## config.mk

```make
export PLATFORM = sky130hd
export DESIGN_NAME = tli_div
export DESIGN_NICKNAME = d
export VERILOG_FILES = /design/src/rtl/tli_pkg.sv /design/src/rtl/tli_div.sv
export SDC_FILE = /design/constraint.sdc
export NUM_CORES = 1
export LEC_CHECK = 0
export ABC_AREA = 1
export BUFFER_PORTS_ARGS = -buffer_cell sky130_fd_sc_hd__buf_4
export CORE_UTILIZATION = 30
export DETAILED_ROUTE_END_ITERATION = 8
export HOLD_SLACK_MARGIN = 0.02
export PLACE_DENSITY = 0.56
export SYNTH_ARGS = -nofsm -noshare
export SYNTH_HDL_FRONTEND = slang
export SYNTH_SLANG_ARGS = --single-unit
export TNS_END_PERCENT = 10
```

## constraint.sdc

```tcl
create_clock -name clock -period 5.29 [get_ports clock]
set_input_delay 1.587 -clock clock [delete_from_list [all_inputs] [get_ports clock]]
set_output_delay 1.587 -clock clock [all_outputs]
set_load 0.005 [all_outputs]
```

## src/rtl/tli_pkg.sv

```systemverilog
// shared types and constants of the table linear interpolator
// no dependencies; used by every rtl file of the block but tli_ram
`default_nettype none

package tli_pkg;

   localparam int DATA_W     = 32;
   localparam int FRAC_W     = 16;
   localparam int DIV_CNT_W  = $clog2(FRAC_W + 1);
   localparam int PROD_W     = DATA_W + FRAC_W + 2;
   localparam int OPCODE_W   = 2;
   localparam int ROW_IDX_W  = 8;
   localparam int COL_IDX_W  = 2;
   localparam int CSR_IDX_W  = 2;
   localparam int CSR_DATA_W = 9;
   localparam int POINTS_W   = 9;
   localparam int COLUMNS_W  = 3;

   localparam logic [OPCODE_W-1:0] OP_WR_BREAKPOINT = 2'd0;
   localparam logic [OPCODE_W-1:0] OP_WR_SAMPLE     = 2'd1;
   localparam logic [OPCODE_W-1:0] OP_QUERY         = 2'd2;

   localparam logic [CSR_IDX_W-1:0] CSR_POINTS_IN_USE  = 2'd0;
   localparam logic [CSR_IDX_W-1:0] CSR_COLUMNS_IN_USE = 2'd1;

   localparam logic [POINTS_W-1:0]  POINTS_RESET  = 9'd256;
   localparam logic [COLUMNS_W-1:0] COLUMNS_RESET = 3'd1;

   typedef struct packed {
      logic              start;
      logic [DATA_W-1:0] num;
      logic [DATA_W-1:0] den;
   } div_req_type;

endpackage

`default_nettype wire

```

## src/rtl/tli_div.sv

```systemverilog
// restoring divider giving the fraction bits of num / den, one bit per cycle
// requires num < den; depends on tli_pkg
`default_nettype none

module tli_div (
   input  wire logic                        clock,
   input  wire logic                        reset,
   input  wire tli_pkg::div_req_type        req,
   output      logic                        busy,
   output      logic [tli_pkg::FRAC_W-1:0]  quot
);

   logic                           busy_ff, busy_in;
   logic [tli_pkg::DIV_CNT_W-1:0]  cnt_ff, cnt_in;
   logic [tli_pkg::DATA_W-1:0]     rem_ff, rem_in;
   logic [tli_pkg::DATA_W-1:0]     den_ff, den_in;
   logic [tli_pkg::FRAC_W-1:0]     quot_ff, quot_in;
   logic [tli_pkg::DATA_W:0]       shifted;
   logic [tli_pkg::DATA_W:0]       trial;

   always_comb begin
      shifted = {rem_ff, 1'b0};
      trial   = shifted - {1'b0, den_ff};
      busy_in = busy_ff;
      cnt_in  = cnt_ff;
      rem_in  = rem_ff;
      den_in  = den_ff;
      quot_in = quot_ff;
      if (req.start) begin
         busy_in = 1'b1;
         cnt_in  = tli_pkg::DIV_CNT_W'(tli_pkg::FRAC_W);
         rem_in  = req.num;
         den_in  = req.den;
      end else if (busy_ff) begin
         if (!trial[tli_pkg::DATA_W]) begin
            rem_in  = trial[tli_pkg::DATA_W-1:0];
            quot_in = {quot_ff[tli_pkg::FRAC_W-2:0], 1'b1};
         end else begin
            rem_in  = shifted[tli_pkg::DATA_W-1:0];
            quot_in = {quot_ff[tli_pkg::FRAC_W-2:0], 1'b0};
         end
         cnt_in  = cnt_ff - tli_pkg::DIV_CNT_W'(1);
         busy_in = (cnt_ff != tli_pkg::DIV_CNT_W'(1));
      end
   end

   always_ff @(posedge clock) begin
      if (reset) begin
         busy_ff <= 1'b0;
         cnt_ff  <= '0;
      end else begin
         busy_ff <= busy_in;
         cnt_ff  <= cnt_in;
      end
      rem_ff  <= rem_in;
      den_ff  <= den_in;
      quot_ff <= quot_in;
   end

   assign busy = busy_ff;
   assign quot = quot_ff;

endmodule

`default_nettype wire

```

==> results of run 1 <==
==> cell families (layout without fill, tap and decap cells) <==
| group | after synthesis | after routing | synth area share [%] |
|---|---|---|---|
| compound gates | 36 | 36 | 3.56 |
| buf+inv | 203 | 292 | 12.5 |
| xor+xnor | 10 | 10 | 1.37 |
| flops | 86 | 86 | 39.5 |
| fa+ha+maj | 34 | 34 | 6.77 |
| simple gates | 530 | 530 | 36.4 |
==> through the flow <==
| step | instances | util, % |
|---|---|---|
| 2_1_floorplan | 899 | - |
| 3_3_place_gp | 1247 | 34.8 |
| 3_5_place_dp | 1247 | 34.8 |
| 4_1_cts | 1263 | 36.3 |
| 5_1_grt | 1263 | 36.3 |
| 6_report | 1263 | 36.3 |
==> area by class of cell <==
cell class	count	area [sq um]	share of cell area, %
multi-input cells	610	3080	40.4
flip-flops and latches	86	2520	33.1
inverters	190	713	9.37
repair buffers	86	646	8.48
well taps	275	344	4.52
clock buffers	13	293	3.85
clock inverters	3	20.0	0.263
==> flip-flops by register name (all words and copies together) (netlist names) <==
name / flops
busy: 1
cnt_ff: 5
den_ff: 32
quot: 16
rem_ff: 32
==> power by group through the flow <==
stage,Clock (mW),Sequential (mW),Combinational (mW)
2_1_floorplan,0,0.907,0.995
3_3_place_gp,0,0.918,1.31
3_5_place_dp,0,0.921,1.31
4_1_cts,0.688,0.907,1.32
5_1_grt,0.708,0.917,1.51
6_report,0.670,0.906,1.31
==> worst max path at each step <==
stage	startpoint	end	slack (ps)	depth (start not counted)
final	req[64]	rem_ff[13]	2370	5
after CTS	req[64]	quot[11]	2250	2
after global routing	req[64]	rem_ff[15]	2220	5
after detailed placement	req[64]	quot[15]	1880	2
after global placement	req[64]	rem_ff[12]	1980	5
after floorplan	req[64]	rem_ff[0]	2110	3
==> placed cells by master (no fill, tap or decap), types with 7 or more instances in the layout <==
cell,netlist,routed
nand2_1,344,344
inv_1,184,184
buf_4,5,86
nand3_1,84,84
edfxtp_1,80,80
nor2_1,46,45
ha_1,33,33
a21oi_1,22,22
nand3b_1,11,11
clkbuf_16,0,11
nand4_1,9,9
xnor2_1,9,9
nor3_1,8,8
nand2_2,7,7
==> worst max-delay path, cell delays in order <==
cell      delay [ps]
buf_4            340
clkinv_1         110
buf_4            280
nand2_1          120
buf_4            440
==> routing by layer <==
layer	vias up	wire, um	global-route usage [%]	part of all wire (%)
met5	-	0	0	0
met4	0	332	5.31	1.9
met3	21	678	2.65	4.0
met2	104	7780	27.3	45
met1	2512	8370	22.3	49
li1	2961	-	-	-
==> flow_metrics.py, run 1 <==
metrics = {
    "finish": {
        "antenna_cells": 0,
        "n_fill_cell": 2331,
        "layout-drive-gt1-share_pct": 13.3,
        "final_nets": 1084,
        "syn_to_final_growth_pct": 19.1,
        "finalInstanceArea_sq_mm": 0.00761,
    },
    "sta": {
        "setup_viol": 0,
        "tightest_slew_ps": 856,
        "fin_worst_skew_ps": 9.26,
        "drv_slew": 0,
        "final.setup.tns_ps": 0,
        "timing.hold.ws_ps": 450,
        "final.min_clock_period_ps": 2920,
        "fin_crit_sh_pct": 55.3,
        "layout_setup_ws_ps": 2370,
        "fmax_mhz": 342,
        "hold_violations": 0,
        "max_slew_margin_pct": 42.9,
        "rsz0062_at_grt": "false",
    },
    "power_and_ir_drop": {
        "p_clk_share_pct": 23.2,
        "power.total_mw": 2.89,
        "powerDensity_mw_per_mm2": 380,
        "power.leakage_nw": 4.02,
        "p_int_mw": 1.71,
        "swShare_pct": 41.0,
        "power_frac_seq_pct": 31.4,
        "net-switching-power_mw": 1.18,
        "peakVddDrop_mv": 0.166,
        "pwr-share-comb_pct": 45.5,
    },
    "floorplanning": {
        "chipWidth_um": 148,
        "start_util_pct": 30.5,
        "coreArea_sq_mm": 0.0210,
        "io_pins": 84,
        "dieArea_sq_mm": 0.0219,
        "fp.dieH_um": 148,
        "row_count": 53,
    },
    "placed_design": {
        "post-place-ws_ps": 1880,
        "gp_congestion": 0.884,
        "place_area_sq_mm": 0.00730,
        "port_buffers": 83,
        "dpl.hpwl_mm": 13.4,
    },
    "clock_network": {
        "cts_tree": "built",
        "hold_buffers": 0,
        "numCtsBuffers": 9,
        "cts_setup_buffers": 0,
        "clk_pin_slew_ps": 70,
        "clkLatencyLatePin_ps": 360,
        "cts.path.max_buffers": 2,
        "post_cts_resized": 0,
        "htreeDepth": 3,
        "clock_sinks": 86,
        "ctsRootBufferMaster": "clkbuf_16",
    },
    "grt": {
        "grt_pass1_vias": 5673,
        "track_usage_pct": 16.6,
        "grt_antenna_before_repair": 0,
        "grt_start_max_net_pins": 37,
        "grt_pass1_wl_mm": 28.2,
        "overflow": 0,
    },
    "logic_synthesis": {
        "synthFlopType": "edfxtp_1",
        "yosys_register_bits": 86,
        "yosysTopAreaCellShare_pct": 37.6,
        "synth_area_leaders": "edfxtp_1, nand2_1, inv_1",
        "async_reset_ff_share_pct": 0,
        "synth_edf_count": 80,
        "synth_warnings": 0,
        "syn-num-nets": 1000,
        "synth_cells": 899,
        "synthesis.area_sq_mm": 0.00639,
        "syn_avg_cell_area_sq_um": 7.11,
        "synth.most_common_cell": "nand2_1",
        "yosysSeqAreaShare_pct": 39.5,
        "synth_top_area_cell": "edfxtp_1",
        "yosys-top-cells-count": "nand2_1, inv_1, nand3_1",
        "yosysUniqueCellTypes": 39,
    },
    "critical_path": {
        "worstSetupPathType": "in -> reg",
        "cp_max_fo": 36,
        "cp.arrival_ps": 2920,
        "required_ps": 5280,
        "worstReg2RegStart": "rem_ff[18]",
        "reg2regPathDepth": 13,
        "r2r-end": "rem_ff[9]",
        "crit_path_end_kind": "flop",
        "worst-r2r-setup-slack_ps": 2590,
        "start_kind": "primary input",
    },
    "hold_path": {
        "hold_class": "reg -> reg",
        "holdPathStages": 0,
        "hold_start": "quot[6]",
        "holdPathEnd": "quot[7]",
    },
    "detailed_routing": {
        "vias_per_cell": 4.43,
        "drtIter0Drc": 336,
        "drt-wirelength-per-cell_um": 13.6,
        "routed_wl_mm": 17.2,
        "first_pass_iters": 5,
        "vias": 5598,
        "ant_nets": 0,
        "drc_errors": 0,
    },
    "outcome": {
        "status": "completed",
    },
    "run": {
        "cap_violations": 0,
    },
}
(Power assumes the default switching activity.)
==> inputs of run 2 (changes only) <==
PLACE_DENSITY = 0.58   (was 0.56)
clock period = 2.5 ns   (was 5.29 ns; I/O delays follow)
==> flow_metrics.py, run 2 (same netlist as run 1, synthesis figures left out) <==
metrics = {
    "outcome": {
        "status": "completed",
    },
    "sta": {
        "fin_worst_skew_ps": 7.52,
        "drv_slew": 0,
        "final.min_clock_period_ps": 2410,
        "timing.hold.ws_ps": 452,
        "tightest_slew_ps": 484,
        "hold_violations": 0,
        "fmax_mhz": 415,
        "setup_viol": 0,
        "layout_setup_ws_ps": 89.2,
        "final.setup.tns_ps": 0,
        "max_slew_margin_pct": 67.7,
        "fin_crit_sh_pct": 96.4,
    },
    "clock_network": {
        "clk_pin_slew_ps": 70,
        "ctsRootBufferMaster": "clkbuf_16",
        "clock_sinks": 86,
        "clkLatencyLatePin_ps": 350,
        "hold_buffers": 0,
        "numCtsBuffers": 9,
        "htreeDepth": 3,
        "cts_tree": "built",
        "cts.path.max_buffers": 2,
    },
    "floorplanning": {
        "start_util_pct": 30.5,
        "chipWidth_um": 148,
        "fp.dieH_um": 148,
        "coreArea_sq_mm": 0.0210,
        "row_count": 53,
        "io_pins": 84,
        "dieArea_sq_mm": 0.0219,
    },
    "critical_path": {
        "cp_max_fo": 6,
        "path_cells": "ha_4, a21o_1, nor2_1, nand2_2, a21oi_4, buf_6, nand3_4, clkbuf_16, nand3_1, nand3_1, nand2_1",
        "cp_common_cell": "nand3_1",
        "crit_path_end_kind": "flop",
        "slowest_delay_ps": 460,
        "cp.arrival_ps": 2640,
        "start_kind": "flop",
        "crit_buf_inv": 2,
        "cp_slowest_cell": "edfxtp_1",
        "worstSetupPathType": "reg -> reg",
        "required_ps": 2730,
        "cpLargestDelayFamily": "simple AND/OR/NAND/NOR gates",
    },
    "grt": {
        "grt_pass1_vias": 5669,
        "grt_antenna_before_repair": 0,
        "track_usage_pct": 16.9,
        "grt_start_max_net_pins": 37,
        "overflow": 0,
        "grt_pass1_wl_mm": 28.6,
    },
    "finish": {
        "antenna_cells": 0,
        "final_cell_mix": "nand2_1, inv_1, buf_4, nand3_1, edfxtp_1",
        "syn_to_final_growth_pct": 27.8,
        "fin_util_pct": 39.0,
        "n_fill_cell": 2273,
        "fin_cells": 1289,
        "final_nets": 1110,
        "layout-drive-gt1-share_pct": 19.3,
        "mostFrequentLayoutCell": "nand2_1",
        "finalInstanceArea_sq_mm": 0.00817,
    },
    "detailed_routing": {
        "drtIter0Drc": 343,
        "ant_nets": 0,
        "routed_wl_mm": 18.3,
        "drt-wirelength-per-cell_um": 14.2,
        "vias": 5842,
        "first_pass_iters": 5,
        "vias_per_cell": 4.53,
        "drc_errors": 0,
    },
    "placed_design": {
        "port_buffers": 83,
        "gp_congestion": 0.886,
        "post-place-ws_ps": 52.5,
        "dp.cells": 1266,
        "place_area_sq_mm": 0.00745,
        "dpl.hpwl_mm": 14.0,
    },
    "power_and_ir_drop": {
        "power.total_mw": 6.64,
        "powerDensity_mw_per_mm2": 813,
        "power.leakage_nw": 4.15,
        "peakVddDrop_mv": 0.348,
    },
    "hold_path": {
        "hold_class": "reg -> reg",
    },
    "run": {
        "cap_violations": 0,
    },
}
-- run 2: cell count changes in the layout (fill, tap and decap cells not counted), sizes merged --
cell | before | now
buf | 86 | 108
bufinv | 0 | 1
clkinvlp | 0 | 2
clkbuf | 13 | 11
nand2 | 359 | 362
clkinv | 2 | 3
inv | 191 | 190
-- run 2: power breakdown --
| part | total [mW] | switching (mW) | internal, mW |
|---|---|---|---|
| Combinational | 3.29 | 2.01 | 1.28 |
| Sequential | 1.96 | 0.138 | 1.82 |
| Clock | 1.39 | 0.612 | 0.782 |
| Total | 6.64 | 2.76 | 3.88 |
-- run 2: worst paths after layout --
kind	startpoint	to	slack, ps	depth (start not counted)
max	rem_ff[30]	rem_ff[1]	90	11
min	quot[12]	quot[13]	450	0
max reg2reg	rem_ff[30]	rem_ff[1]	90	11
min reg2reg	quot[12]	quot[13]	450	0
-- run 2: final cells by class --
cell class              instances  area (sq um)  share of cell area [%]
multi-input cells             613          3420                    41.9
flip-flops and latches         86          2520                    30.9
repair buffers                109           868                    10.6
inverters                     190           713                    8.73
well taps                     275           344                    4.21
clock buffers                  10           229                    2.80
clock inverters                 6          71.3                   0.873
-- run 2: repair_timing --
action,4_1_cts,5_1_grt
setup buffers,0,3
endpoints found under the hold margin,0,0
resized for setup,0,55
endpoints found under the setup margin,0,31
-- run 2: worst reg2reg max path, cell delays in order (launching register included) --
cell and delay, ps:
edfxtp_1 460, ha_4 290, a21o_1 190, nor2_1 170, nand2_2 100, a21oi_4 260, buf_6 150, nand3_4 170
clkbuf_16 240, nand3_1 100, nand3_1 80, nand2_1 70
-- run 2: layer usage --
layer  wire length, um  GRT usage, %  share of wire (%)
met3               800          2.65                4.4
met2              8330          27.0                 46
met4               458          6.29                2.5
met1              8710          22.9                 48
met5                 0             0                  0
==> inputs of run 3 (changes only) <==
==> constraint.sdc (replaced) <==
create_clock -name clock -period 2.5 [get_ports clock]
set_input_delay 0 -clock clock [delete_from_list [all_inputs] [get_ports clock]]
set_output_delay 0 -clock clock [all_outputs]
set_load 0.005 [all_outputs]
==> flow_metrics.py, run 3 (same netlist as run 1, synthesis figures left out) <==
metrics = {
    "outcome": {
        "status": "completed",
    },
    "sta": {
        "hold_violations": 0,
        "max_slew_margin_pct": 67.9,
        "tightest_slew_ps": 481,
        "fin_crit_sh_pct": 96.2,
        "rsz0062_at_grt": "true",
        "timing.hold.ws_ps": 68.2,
        "drv_slew": 0,
        "final.min_clock_period_ps": 2410,
        "layout_setup_ws_ps": 94.3,
        "fin_worst_skew_ps": 8.59,
        "setup_viol": 0,
        "fmax_mhz": 416,
    },
    "grt": {
        "overflow": 0,
        "grt_util_met1_pct": 23.1,
        "grt_antenna_before_repair": 0,
        "track_usage_pct": 17.1,
        "grt_start_max_net_pins": 42,
        "grt_use_met3_pct": 2.69,
        "top_usage_layer": "met2",
        "grt_pass1_wl_mm": 29.0,
        "grt_pass1_vias": 5773,
        "grt_use_met2_pct": 28.2,
    },
    "detailed_routing": {
        "routed_wl_mm": 18.7,
        "vias_per_cell": 4.47,
        "ant_nets": 0,
        "drc_errors": 0,
        "drt-wirelength-per-cell_um": 13.8,
        "vias": 6050,
        "drtIter0Drc": 428,
        "first_pass_iters": 5,
    },
    "critical_path": {
        "required_ps": 2600,
        "start_kind": "flop",
        "r2r-end": "rem_ff[4]",
        "cp_max_fo": 5,
        "reg2regPathDepth": 13,
        "worstSetupPathType": "reg -> reg",
        "worst-r2r-setup-slack_ps": 90,
        "crit_path_end_kind": "flop",
        "cp.arrival_ps": 2510,
        "worstReg2RegStart": "rem_ff[6]",
    },
    "placed_design": {
        "port_buffers": 83,
        "dpl.hpwl_mm": 14.1,
        "gp_congestion": 0.918,
        "post-place-ws_ps": 36.3,
    },
    "floorplanning": {
        "row_count": 53,
        "start_util_pct": 30.5,
        "dieArea_sq_mm": 0.0219,
        "chipWidth_um": 148,
        "fp.dieH_um": 148,
        "coreArea_sq_mm": 0.0210,
        "io_pins": 84,
    },
    "finish": {
        "antenna_cells": 0,
        "layout-drive-gt1-share_pct": 16.2,
        "final_nets": 1173,
        "multiInputGateArea_sq_mm": 0.00337,
        "n_fill_cell": 2235,
        "syn_to_final_growth_pct": 36.6,
        "mostFrequentLayoutCell": "nand2_1",
        "regArea_sq_mm": 0.00252,
        "final_cell_mix": "nand2_1, inv_1, buf_4, nand3_1, edfxtp_1",
    },
    "power_and_ir_drop": {
        "peakVddDrop_mv": 0.387,
        "powerDensity_mw_per_mm2": 763,
        "power.total_mw": 6.67,
        "power.leakage_nw": 4.42,
    },
    "clock_network": {
        "clock_sinks": 86,
        "ctsRootBufferMaster": "clkbuf_16",
        "numCtsBuffers": 9,
        "cts_tree": "built",
        "clk_pin_slew_ps": 70,
        "clkLatencyLatePin_ps": 350,
        "cts.path.max_buffers": 2,
        "htreeDepth": 3,
    },
    "hold_path": {
        "hold_start": "req[64]",
        "holdPathEnd": "den_ff[3]",
        "hold_class": "in -> reg",
        "holdPathStages": 1,
    },
    "run": {
        "cap_violations": 0,
    },
}
[run 3: cell count changes in the layout (fill, tap and decap cells not counted), moves of 2 or more]
cell and change:
ha_2 -4, nor3_2 -2, ha_4 -2, nor2_1 +2, nor3_1 +2, buf_4 -2
ha_1 +6, dlygate4sd3_1 +65, inv_1 +2, nand2_1 +5, inv_2 -2, nor2_2 -2
nand2_2 -4
[run 3: critical path, stage by stage (launching register included)]
cell and delay (ps):
edfxtp_1 440, ha_4 290, nand2_1 70, nand2_1 120, a21oi_2 220, nand2_4 110, nand2_2 100, nand2_4 60
nand2_4 120, nand3_4 220, nand2_4 200, nand2_1 60, nand3_1 90, nand2_1 60
[run 3: timing repair]
| item | 4_1_cts | 5_1_grt |
|---|---|---|
| buffers inserted | 0 | 2 |
| hold buffers | 65 | 0 |
| hold endpoints to repair | 66 | 0 |
| resized for setup | 0 | 31 |
| endpoints found under the setup margin | 0 | 31 |
[run 3: per-stage QoR]
stage	TNS (ps)	util, %	cell area (sq um)	std cells
after floorplan	0	-	6390	899
after global placement	0	35.5	7450	1265
after detailed placement	0	35.5	7450	1265
after CTS	0	40.1	8400	1346
after global routing	-45.2	41.7	8730	1352
final	0	41.7	8730	1352
[run 3: cell type report]
class / count / share of cell area [%]
clock buffers: 13 / 3.24
clock inverters: 3 / 0.287
inverters: 190 / 8.17
multi-input cells: 614 / 38.6
flip-flops and latches: 86 / 28.9
well taps: 275 / 3.94
repair buffers: 171 / 16.9
[run 3: worst max path at each step]
stage	start	to	slack, ps	depth (start not counted)
after floorplan	rem_ff[0]	rem_ff[27]	310	14
after global placement	rem_ff[6]	rem_ff[15]	70	14
after detailed placement	rem_ff[5]	rem_ff[16]	40	14
after CTS	rem_ff[6]	rem_ff[16]	30	14
after global routing	rem_ff[7]	rem_ff[27]	-9	14
final	rem_ff[6]	rem_ff[4]	90	13
[run 3: report_power, final]
group	leakage [nW]	switching, mW	internal, mW
combinational	3.43	2.02	1.30
clock	0.146	0.599	0.800
sequential	0.836	0.131	1.82
[run 3: layer usage]
metal / share of wire (%) / wire [um]
met1: 49 / 9090
met2: 46 / 8600
met3: 3.7 / 697
met4: 1.7 / 310
met5: 0 / 0
